$ cat config.mk
export PLATFORM = sky130hd
export DESIGN_NAME = rvc_isqrt
export DESIGN_NICKNAME = d
export VERILOG_FILES = /design/src/sv/rvc_isqrt.sv
export SDC_FILE = /design/constraint.sdc
export NUM_CORES = 2
export LEC_CHECK = 0
export BUFFER_PORTS_ARGS = -buffer_cell sky130_fd_sc_hd__buf_4
export CAP_MARGIN = 10
export CORE_MARGIN = 4
export CORE_UTILIZATION = 31
export DETAILED_ROUTE_END_ITERATION = 10
export MAX_ROUTING_LAYER = met4
export PLACE_DENSITY = 0.52
export SETUP_SLACK_MARGIN = 0.1
export SLEW_MARGIN = 20
export SYNTH_ARGS = -nofsm -noshare
export SYNTH_HDL_FRONTEND = slang
export SYNTH_MEMORY_MAX_BITS = 65536
export SYNTH_SLANG_ARGS = --single-unit
$ cat constraint.sdc
create_clock -name clk -period 8.35 [get_ports clk]
set_clock_uncertainty 0.1 [all_clocks]
set_input_delay 1.67 -clock clk [delete_from_list [all_inputs] [get_ports clk]]
set_output_delay 1.67 -clock clk [all_outputs]
set_load 0.005 [all_outputs]
$ cat src/sv/rvc_isqrt.sv
// Pipelined integer square root, one result bit per stage, with a payload carried alongside.
// Depends on nothing beyond its parameters.
module rvc_isqrt #(
    parameter int W  = 64,
    parameter int PW = 1
) (
    input  logic             clk,
    input  logic             rst_n,
    input  logic             in_valid,
    input  logic [W-1:0]     in_value,
    input  logic [PW-1:0]    in_pl,
    output logic             out_valid,
    output logic [W/2-1:0]   out_root,
    output logic [PW-1:0]    out_pl
);
    localparam int STEPS = W / 2;

    logic [STEPS-1:0] vld_reg;
    logic [W-1:0]     rem_reg  [STEPS];
    logic [W-1:0]     root_reg [STEPS];
    logic [PW-1:0]    pl_reg   [STEPS];

    always_ff @(posedge clk or negedge rst_n)
    begin
        if (!rst_n)
        begin
            vld_reg <= '0;
        end
        else
        begin
            vld_reg <= {vld_reg[STEPS-2:0], in_valid};
        end
    end

    for (genvar k = 0; k < STEPS; k++)
    begin : g_step
        localparam logic [W-1:0] BIT = W'(1) << (W - 2 - 2 * k);
        logic [W-1:0]  rem_i;
        logic [W-1:0]  root_i;
        logic [W-1:0]  rem_next;
        logic [W-1:0]  root_next;
        logic [PW-1:0] pl_i;
        logic [W:0]    trial;
        logic          ge;
        if (k == 0)
        begin : g_head
            assign rem_i  = in_value;
            assign root_i = '0;
            assign pl_i   = in_pl;
        end
        else
        begin : g_tail
            assign rem_i  = rem_reg[k-1];
            assign root_i = root_reg[k-1];
            assign pl_i   = pl_reg[k-1];
        end
        assign trial     = {1'b0, root_i} + {1'b0, BIT};
        assign ge        = {1'b0, rem_i} >= trial;
        assign rem_next  = ge ? rem_i - trial[W-1:0] : rem_i;
        assign root_next = ge ? (root_i >> 1) + BIT : (root_i >> 1);
        always_ff @(posedge clk)
        begin
            rem_reg[k]  <= rem_next;
            root_reg[k] <= root_next;
            pl_reg[k]   <= pl_i;
        end
    end

    assign out_valid = vld_reg[STEPS-1];
    assign out_root  = root_reg[STEPS-1][STEPS-1:0];
    assign out_pl    = pl_reg[STEPS-1];

    a_root_fits: assert property (@(posedge clk) disable iff (!rst_n)
        out_valid |-> ((root_reg[STEPS-1] >> STEPS) == '0))
        else $error("square root wider than half the operand");

    a_rem_bound: assert property (@(posedge clk) disable iff (!rst_n)
        out_valid |-> ({1'b0, rem_reg[STEPS-1]} <= {root_reg[STEPS-1], 1'b0}))
        else $error("square root remainder exceeds twice the root");

endmodule

==> results.tsv <==
metric	value	unit
synth_area_per_cell	10.0	um^2
vdd_drop_max	0.198	mV
cap_violations	0	
ys_async_sr_fraction	0.0124	
placed_area	103000	um^2
firstDrtPassIters	5	
clk_path_buf_depth	4	
met3_usage	0.0388	
routed_via_density	4.86	
htreeDepth	5	
clock_sinks	2576	
netlist_instances	9732	
dp.cells	13800	
status	complete, no violations	
reg2reg_from	root_reg[29][5]	
initial_utilization	0.312	
syn_area	97300	um^2
cts.clk_slew.worst_paths	0.06	ns
synth.distinct_cells	99	
crit_family	simple AND/OR/NAND/NOR gates	
worstPathRequired	9.04	ns
worstReg2RegEnd	rem_reg[1][948]	
slew_viol_final	0	
cts_made_buffers	284	
grt_use_total	0.162	
routed_wl	265000	um
hold_path_class	register to register	
critPathSlowestCell	nor4bb_1	
setup_violations	0	
max_freq	222	MHz
dieWidth	568	um
stdcell_count	14300	
cts_setup_buffers	0	
drt_iter0_markers	4406	
routedWlPerCell	18.5	um
critPathLaunchType	register	
min_period	4.51	ns
synth_ff_type	dfxtp_1	
grt_setup_unrepaired	no	
cts_resized	0	
min_from	root_reg[26][12]	
worstSetupPathType	register to register	
grt_overflow	0	
synth_edf_count	0	
holdBufCountCts	0	
gr-usage-met2	0.261	
r2r_cells	13	
grt_start_max_net_pins	59	
drive_gt1_frac	0.0757	
synth-warning-count	0	
crit_fanout	29	
crit_path_end_kind	register	
root_buffer	clkbuf_16	
worst_skew_pair.late_latency	0.92	ns
cts_tree	done	
grt_pass1_vias	69300	
power_density	359	nW/um^2
relSlewSlack	0.219	
worst_slew_pin_slew	1.16	ns
ys_seq_area_frac	0.531	
worst-path-buf-inv	4	
vias	69600	
grt_util_met1	0.205	
fin_area	113000	um^2
numPortBuffers	101	
grt_antenna_before_repair	20	
largest_register_ff_count	1984	
rows	205	
hold_viol_final	0	
regToRegSetupSlack	3.84	ns
max_stage_delay	0.61	ns
p_leak	50.4	nW
dieArea	323000	um^2
path_cells	inv_1 > ha_1 > nor4bb_1 > nand2_1 > nor3_1 > nand3_1 > o21ai_0 > nor2_1 > buf_4 > inv_2 > buf_4 > nand4_1 > xnor2_1	
n_fill_cell	31100	
min_to	root_reg[27][11]	
busiest_layer	met2	
drcViolationCount	0	
place_congestion	0.915	
drtAntennaViolNets	0	
die_h	568	um
fin_crit_sh	0.540	
hold_depth	0	
crit_path_frequent_cell	buf_4	
hpwl	210000	um
ys_ff_latch	2576	
cp.arrival	5.20	ns
grt_pass1_wl	402000	um
synthesis.nets	10400	
pin_count	102	
tns	0	ns
core_area	312000	um^2
nets	10600	
syn_to_final_growth	15.9	%
synth_stat cells, drive strengths merged (54+ instances only):
master  number  area share
nor2       671       0.026
o31ai       54      0.0042
nor2b       64      0.0041
or4         67      0.0052
nor4       357       0.023
nor3       268       0.014
xnor2      457       0.041
inv        703       0.027
nand3      197       0.010
nand2      573       0.022
a21oi      583       0.030
a21o       224       0.017
a211oi      54      0.0042
xor2       410       0.037
mux2        74      0.0086
nand2b     109      0.0070
o21a       103      0.0079
dfxtp     2544        0.52
or3        127      0.0084
ha         558       0.072
nand4      162       0.010
clkbuf     151      0.0058
o21ai      440       0.023
metrics by stage:
stage / total power, mW / hold slack [ns] / setup slack (ns) / utilization
detailed placement: 27.7 / 0.212 / 3.92 / 0.329
global placement: 27.6 / 0.213 / 3.48 / 0.329
CTS: 41.0 / 0.201 / 3.89 / 0.361
global route: 42.9 / 0.207 / 3.52 / 0.361
floorplan: 24.2 / 0.210 / 5.09 / -
finish: 40.6 / 0.200 / 3.84 / 0.361
how the worst max path moves through the flow:
stage,startpoint,endpoint,slack (ns),cells after the start
5_1_grt,root_reg[29][5],rem_reg[1][948],3.52,13
3_5_place_dp,root_reg[20][42],rem_reg[1][380],3.92,11
4_1_cts,root_reg[20][42],rem_reg[1][380],3.89,11
6_report,root_reg[29][5],rem_reg[1][948],3.84,13
2_1_floorplan,root_reg[25][33],rem_reg[1][702],5.09,13
3_3_place_gp,root_reg[20][42],rem_reg[1][360],3.48,10
cell families (layout without fill, tap and decap cells):
| group | after synthesis | after routing | share of synthesized area |
|---|---|---|---|
| adders and majority gates | 558 | 558 | 0.0717 |
| xor gates and xnor gates | 867 | 867 | 0.0780 |
| AOI/OAI and AO/OA | 1828 | 1828 | 0.118 |
| DFF | 2576 | 2576 | 0.531 |
| and+or+nand+nor | 2912 | 2912 | 0.156 |
| buffers and inverters | 903 | 1344 | 0.0354 |
| muxes | 88 | 88 | 0.0100 |
| other | 0 | 13 | 0 |
area by class of cell:
type	count	area [um^2]	area share
Antenna cell	13	32.5	0.000288
Clock buffer	397	8210	0.0727
Clock inverter	111	1830	0.0162
Inverter	703	2640	0.0234
Multi-Input combinational cell	6253	42200	0.374
Sequential cell	2576	51700	0.458
Tap cell	4140	5180	0.0459
Timing Repair Buffer	133	996	0.00883
where the power goes:
| part | total (mW) | internal [mW] | switching, mW |
|---|---|---|---|
| clock network | 13.1 | 7.94 | 5.16 |
| logic | 9.85 | 4.24 | 5.61 |
| registers | 17.6 | 15.1 | 2.53 |
| total | 40.6 | 27.3 | 13.3 |
placed cells by master (no fill, tap or decap), types with 195 or more instances in the layout:
master and n:
a21o_1 224, a21oi_1 582, clkbuf_16 288, dfxtp_1 2544, ha_1 558, inv_1 696, nand2_1 572, nand3_1 195
nor2_1 670, nor3_1 262, nor4_1 347, o21ai_0 434, xnor2_1 457, xor2_1 410
per-layer routing:
| layer | share of wire | wire (um) |
|---|---|---|
| met1 | 0.45 | 119000 |
| met2 | 0.46 | 122000 |
| met3 | 0.068 | 18000 |
| met4 | 0.024 | 6300 |
| met5 | 0 | 0 |
Power figures use the tool's default switching activity.
