--- src/sv/rvc_pkg.sv ---
// Shared types, constants and helpers for the ray against upright cylinder block.
// Depends on nothing; the divider and the top level use it by scoped names.
package rvc_pkg;

    localparam int FRAC = 16;
    localparam int QW   = FRAC + 1;

    typedef struct packed {
        logic signed [31:0] ox;
        logic signed [31:0] oy;
        logic signed [31:0] oz;
        logic signed [17:0] dx;
        logic signed [17:0] dy;
        logic signed [31:0] s;
        logic signed [31:0] cx;
        logic signed [31:0] cy;
        logic signed [31:0] cb;
        logic        [30:0] r;
        logic        [30:0] h;
    } ray_t;

    typedef struct packed {
        logic        hit;
        logic [34:0] pq;
        ray_t        ray;
    } pl1_t;

    typedef struct packed {
        logic               hit;
        logic        [30:0] distance;
        logic signed [31:0] hx;
        logic signed [31:0] hy;
        logic signed [31:0] hz;
        logic               sx;
        logic               sy;
    } res_t;

    typedef struct packed {
        res_t        res;
        logic [30:0] ax;
        logic [30:0] ay;
    } pl2_t;

    typedef struct packed {
        res_t res;
        logic lz;
    } pl3_t;

    function automatic logic signed [31:0] sat32(input logic signed [52:0] v);
        logic signed [31:0] o;
        if (v > 53'sd2147483647)
        begin
            o = 32'sh7FFF_FFFF;
        end
        else if (v < -53'sd2147483648)
        begin
            o = 32'sh8000_0000;
        end
        else
        begin
            o = $signed(v[31:0]);
        end
        return o;
    endfunction

endpackage

--- src/sv/rvc_udiv.sv ---
// Two-lane pipelined restoring divider forming (num << FRAC) / den, one quotient bit per stage.
// Depends on rvc_pkg for the quotient width (FRAC + 1); the numerator must not exceed den.
module rvc_udiv #(
    parameter int NW = 31,
    parameter int DW = 32,
    parameter int PW = 1
) (
    input  logic                   clk,
    input  logic                   rst_n,
    input  logic                   in_valid,
    input  logic [NW-1:0]          in_num_x,
    input  logic [NW-1:0]          in_num_y,
    input  logic [DW-1:0]          in_den,
    input  logic [PW-1:0]          in_pl,
    output logic                   out_valid,
    output logic [rvc_pkg::QW-1:0] out_quo_x,
    output logic [rvc_pkg::QW-1:0] out_quo_y,
    output logic [PW-1:0]          out_pl
);
    localparam int QW = rvc_pkg::QW;

    logic [QW-1:0] vld_reg;
    logic [DW-1:0] rx_reg  [QW];
    logic [DW-1:0] ry_reg  [QW];
    logic [QW-1:0] qx_reg  [QW];
    logic [QW-1:0] qy_reg  [QW];
    logic [DW-1:0] den_reg [QW];
    logic [PW-1:0] pl_reg  [QW];

    always_ff @(posedge clk or negedge rst_n)
    begin
        if (!rst_n)
        begin
            vld_reg <= '0;
        end
        else
        begin
            vld_reg <= {vld_reg[QW-2:0], in_valid};
        end
    end

    for (genvar k = 0; k < QW; k++)
    begin : g_step
        logic [DW-1:0] rx_i;
        logic [DW-1:0] ry_i;
        logic [QW-1:0] qx_i;
        logic [QW-1:0] qy_i;
        logic [DW-1:0] den_i;
        logic [PW-1:0] pl_i;
        logic          bx;
        logic          by;
        logic [DW:0]   tx;
        logic [DW:0]   ty;
        logic          gx;
        logic          gy;
        if (k == 0)
        begin : g_head
            assign rx_i  = DW'(in_num_x >> 1);
            assign ry_i  = DW'(in_num_y >> 1);
            assign qx_i  = '0;
            assign qy_i  = '0;
            assign den_i = in_den;
            assign pl_i  = in_pl;
            assign bx    = in_num_x[0];
            assign by    = in_num_y[0];
        end
        else
        begin : g_tail
            assign rx_i  = rx_reg[k-1];
            assign ry_i  = ry_reg[k-1];
            assign qx_i  = qx_reg[k-1];
            assign qy_i  = qy_reg[k-1];
            assign den_i = den_reg[k-1];
            assign pl_i  = pl_reg[k-1];
            assign bx    = 1'b0;
            assign by    = 1'b0;
        end
        assign tx = {rx_i, bx};
        assign ty = {ry_i, by};
        assign gx = tx >= {1'b0, den_i};
        assign gy = ty >= {1'b0, den_i};
        always_ff @(posedge clk)
        begin
            rx_reg[k]  <= gx ? DW'(tx - {1'b0, den_i}) : tx[DW-1:0];
            ry_reg[k]  <= gy ? DW'(ty - {1'b0, den_i}) : ty[DW-1:0];
            qx_reg[k]  <= {qx_i[QW-2:0], gx};
            qy_reg[k]  <= {qy_i[QW-2:0], gy};
            den_reg[k] <= den_i;
            pl_reg[k]  <= pl_i;
        end
    end

    assign out_valid = vld_reg[QW-1];
    assign out_quo_x = qx_reg[QW-1];
    assign out_quo_y = qy_reg[QW-1];
    assign out_pl    = pl_reg[QW-1];

    a_rem_below_den: assert property (@(posedge clk) disable iff (!rst_n)
        out_valid && (den_reg[QW-1] != '0)
        |-> (rx_reg[QW-1] < den_reg[QW-1]) && (ry_reg[QW-1] < den_reg[QW-1]))
        else $error("divider remainder not below divisor");

endmodule

--- config.mk ---
export PLATFORM = sky130hd
export DESIGN_NAME = rvc_udiv
export DESIGN_NICKNAME = d
export VERILOG_FILES = /design/src/sv/rvc_pkg.sv /design/src/sv/rvc_udiv.sv
export SDC_FILE = /design/constraint.sdc
export NUM_CORES = 2
export LEC_CHECK = 0
export CAP_MARGIN = 40
export CORE_UTILIZATION = 65
export DETAILED_ROUTE_END_ITERATION = 8
export DONT_BUFFER_PORTS = 1
export PLACE_DENSITY = 0.79
export SLEW_MARGIN = 20
export SYNTH_ARGS = -nofsm -noshare
export SYNTH_HDL_FRONTEND = slang
export SYNTH_SLANG_ARGS = --single-unit
--- constraint.sdc ---
create_clock -name clk -period 6.5 [get_ports clk]
set_input_delay 0.975 -clock clk [delete_from_list [all_inputs] [get_ports clk]]
set_output_delay 0.975 -clock clk [all_outputs]
set_load 0.05 [all_outputs]
==> impl_metrics.json <==
{
  "cts.sinks": 1876,
  "fin_util_pct": 71.3,
  "crit_path_max_incr_delay_ps": 770,
  "place_ws_ps": 1750,
  "setup_viol": 0,
  "antenna_left": 0,
  "io_buffers": 0,
  "synth_nets": 12674,
  "area_delta_synth_final_pct": 8.90,
  "fillers": 12049,
  "worstSetupEndpointType": "register",
  "avgSynthCellArea_um2": 9.05,
  "start_util_pct": 65.5,
  "drive_above_1_share_pct": 9.08,
  "wirelength_um": 336000,
  "slew_headroom_pct": 31.7,
  "critPathTopFamily": "compound AO/OA/AOI/OAI gates",
  "slowest_stage": "o311ai_0",
  "rsz0062_at_grt": "no",
  "drv_slew": 0,
  "p_leak_nw": 51.5,
  "ios": 134,
  "ys_warn_count": 0,
  "die-area_mm2": 0.161,
  "crit_type": "register to register",
  "gp_congestion": 1.05,
  "clock_latency_ps": 870,
  "drt_iter0_drc": 7734,
  "dr.pass1.iters": 9,
  "tightest_slew_ps": 1020,
  "wire_per_inst_um": 24.5,
  "post-dp-hpwl_um": 270000,
  "most-common-layout-cells": "dfxtp_1, ha_1, a21oi_1",
  "h-tree-depth": 4,
  "ctsResizeCount": 0,
  "worstPathArrival_ps": 5410,
  "gr-total-overflow": 0,
  "first_global_vias": 85231,
  "final_common_cell": "dfxtp_1",
  "hold_class": "input port to register",
  "netlist_instances": 11460,
  "cp-start-kind": "register",
  "max_cap_viol_count": 0,
  "fmax_ghz": 0.214,
  "antenna_found_initial": 16,
  "final_cell_area_mm2": 0.113,
  "die-height_um": 401,
  "synth_edf_count": 0,
  "place_area_mm2": 0.106,
  "grt_max_degree": 63,
  "row_count": 146,
  "cts_tree": "yes",
  "clock_tree.root_cell": "clkbuf_16",
  "yosys_register_bits": 1876,
  "drc": 0,
  "clkTransAtPathRegs_ps": 60,
  "finalHoldViolations": 0,
  "cts-buffers-inserted": 191,
  "path_buf_inv": 3,
  "finalCriticalPeriod_ps": 4680,
  "p_seq_share_pct": 29.4,
  "outcome": "complete, no violations",
  "pwr-share-comb_pct": 54.1,
  "synth_ff_type": "dfxtp_1",
  "intPower_mw": 39.6,
  "critPathMaxFanout": 24,
  "grt_pass1_wl_um": 498000,
  "ys_seq_area_share_pct": 36.3,
  "cp.required_ps": 7230,
  "power_density_mw_per_mm2": 627,
  "core_area_mm2": 0.158,
  "clkPwrFrac_pct": 16.5,
  "gr-usage-all-layers_pct": 40.2,
  "crit_chain": "inv_1, ha_1, nor2b_1, o31a_1, o311ai_0, o211ai_1, nand4_1, nand2_1, o21ai_0, nand4_1, nand2_1, inv_1, buf_4, mux2_2",
  "syn_area_mm2": 0.104,
  "vias": 87235,
  "ir_drop_mv": 0.444,
  "async_flop_share_pct": 0.906,
  "p_sw_mw": 31.2,
  "p_sw_share_pct": 44.1,
  "setup_ws_ps": 1820,
  "fin_crit_sh_pct": 72.0,
  "fin_skew_ps": 41.2,
  "cts_buffer_depth": 3,
  "die_x_um": 401,
  "nets": 12679,
  "tns_ps": 0,
  "synth.distinct_cells": 92,
  "viasPerCell": 6.36
}
==> worst register-to-register path, cell delays in order (launching register included) <==
cell and delay [ps]:
dfxtp_1 580, inv_1 150, ha_1 320, nor2b_1 150, o31a_1 320, o311ai_0 770, o211ai_1 320, nand4_1 230
nand2_1 60, o21ai_0 410, nand4_1 140, nand2_1 210, inv_1 210, buf_4 300, mux2_2 370
==> stage by stage <==
step | std cells | hold slack (ps) | total power [mW]
after CTS | 13692 | 109 | 69.8
after floorplan | 11460 | 310 | 46.6
after global placement | 13324 | 310 | 56.6
after detailed placement | 13337 | 312 | 57.7
final | 13711 | 147 | 70.8
after global routing | 13701 | 114 | 74.6
==> worst paths after layout <==
| kind | from | to | slack (ps) | depth (start not counted) |
|---|---|---|---|---|
| max | den_reg[0][257] | rx_reg[0][293] | 1820 | 14 |
| min | in_den[26] | den_reg[0][26] | 150 | 0 |
| max reg2reg | den_reg[0][257] | rx_reg[0][293] | 1820 | 14 |
| min reg2reg | qy_reg[4][1] | qy_reg[5][2] | 310 | 0 |
| max in group asynchronous | rst_n | vld_reg[13] | 5710 | 2 |
| min in group asynchronous | rst_n | vld_reg[0] | 410 | 1 |
==> synth_stat cells, drive strengths merged, types with 88 or more instances <==
| cell | n | area share (%) |
|---|---|---|
| nor3 | 171 | 0.83 |
| o21ai | 802 | 3.9 |
| clkbuf | 205 | 0.74 |
| xnor2 | 506 | 4.3 |
| o21bai | 122 | 0.88 |
| ha | 1084 | 13 |
| dfxtp | 1859 | 36 |
| inv | 817 | 3.0 |
| a211oi | 88 | 0.64 |
| nor2 | 678 | 2.5 |
| nand2 | 790 | 2.9 |
| nand4 | 136 | 0.82 |
| a21oi | 951 | 4.6 |
| mux2 | 560 | 6.2 |
| nand2b | 135 | 0.81 |
| o21a | 171 | 1.2 |
| o31ai | 95 | 0.70 |
| nor2b | 161 | 0.97 |
| and3 | 103 | 0.62 |
| nand3 | 214 | 1.0 |
| a21o | 523 | 3.8 |
| xor2 | 328 | 2.8 |
| a31oi | 98 | 0.61 |
==> routing by layer <==
| metal | track usage (%) | wire length (µm) | vias to the layer above |
|---|---|---|---|
| met5 | 0 | 100 | - |
| met4 | 34.9 | 33600 | 14 |
| met3 | 7.74 | 23700 | 1367 |
| met2 | 67.4 | 156000 | 3952 |
| met1 | 43.6 | 122000 | 40925 |
| li1 | - | - | 40977 |
==> power groups by stage <==
| stage | combinational [mW] | clock, mW | sequential, mW |
|---|---|---|---|
| after floorplan | 28.6 | 0 | 18.0 |
| after global placement | 35.9 | 0 | 20.7 |
| after detailed placement | 37.0 | 0 | 20.7 |
| after CTS | 37.4 | 11.8 | 20.6 |
| after global routing | 41.5 | 12.3 | 20.8 |
| final | 38.3 | 11.7 | 20.8 |
==> cell type report <==
type,instances,area [µm²],share of cell area (%)
antenna,13,32.5,0.0288
inverter,817,3070,2.72
sequential,1876,37600,33.3
clock inverter,119,1560,1.39
multi-input combinational,8526,62300,55.1
tap,2072,2590,2.30
clock buffer,235,5170,4.58
timing repair buffer,53,569,0.504
==> repair_timing <==
item,CTS,global route
hold buffers,1,0
endpoints found under the hold margin,17,0
setup buffers,0,0
==> kinds of logic (layout without fill, tap and decap cells) <==
family / count (synthesis) / count (layout) / share of synthesized area (%)
muxes: 590 / 590 / 6.47
buffers and inverters: 1058 / 1224 / 3.88
xor gates and xnor gates: 834 / 834 / 7.05
adders and majority gates: 1116 / 1116 / 13.7
DFF: 1876 / 1876 / 36.3
and+or+nand+nor: 2655 / 2655 / 12.2
other: 0 / 13 / 0
AOI/OAI and AO/OA: 3331 / 3331 / 20.4
Power figures use the tool's default switching activity.
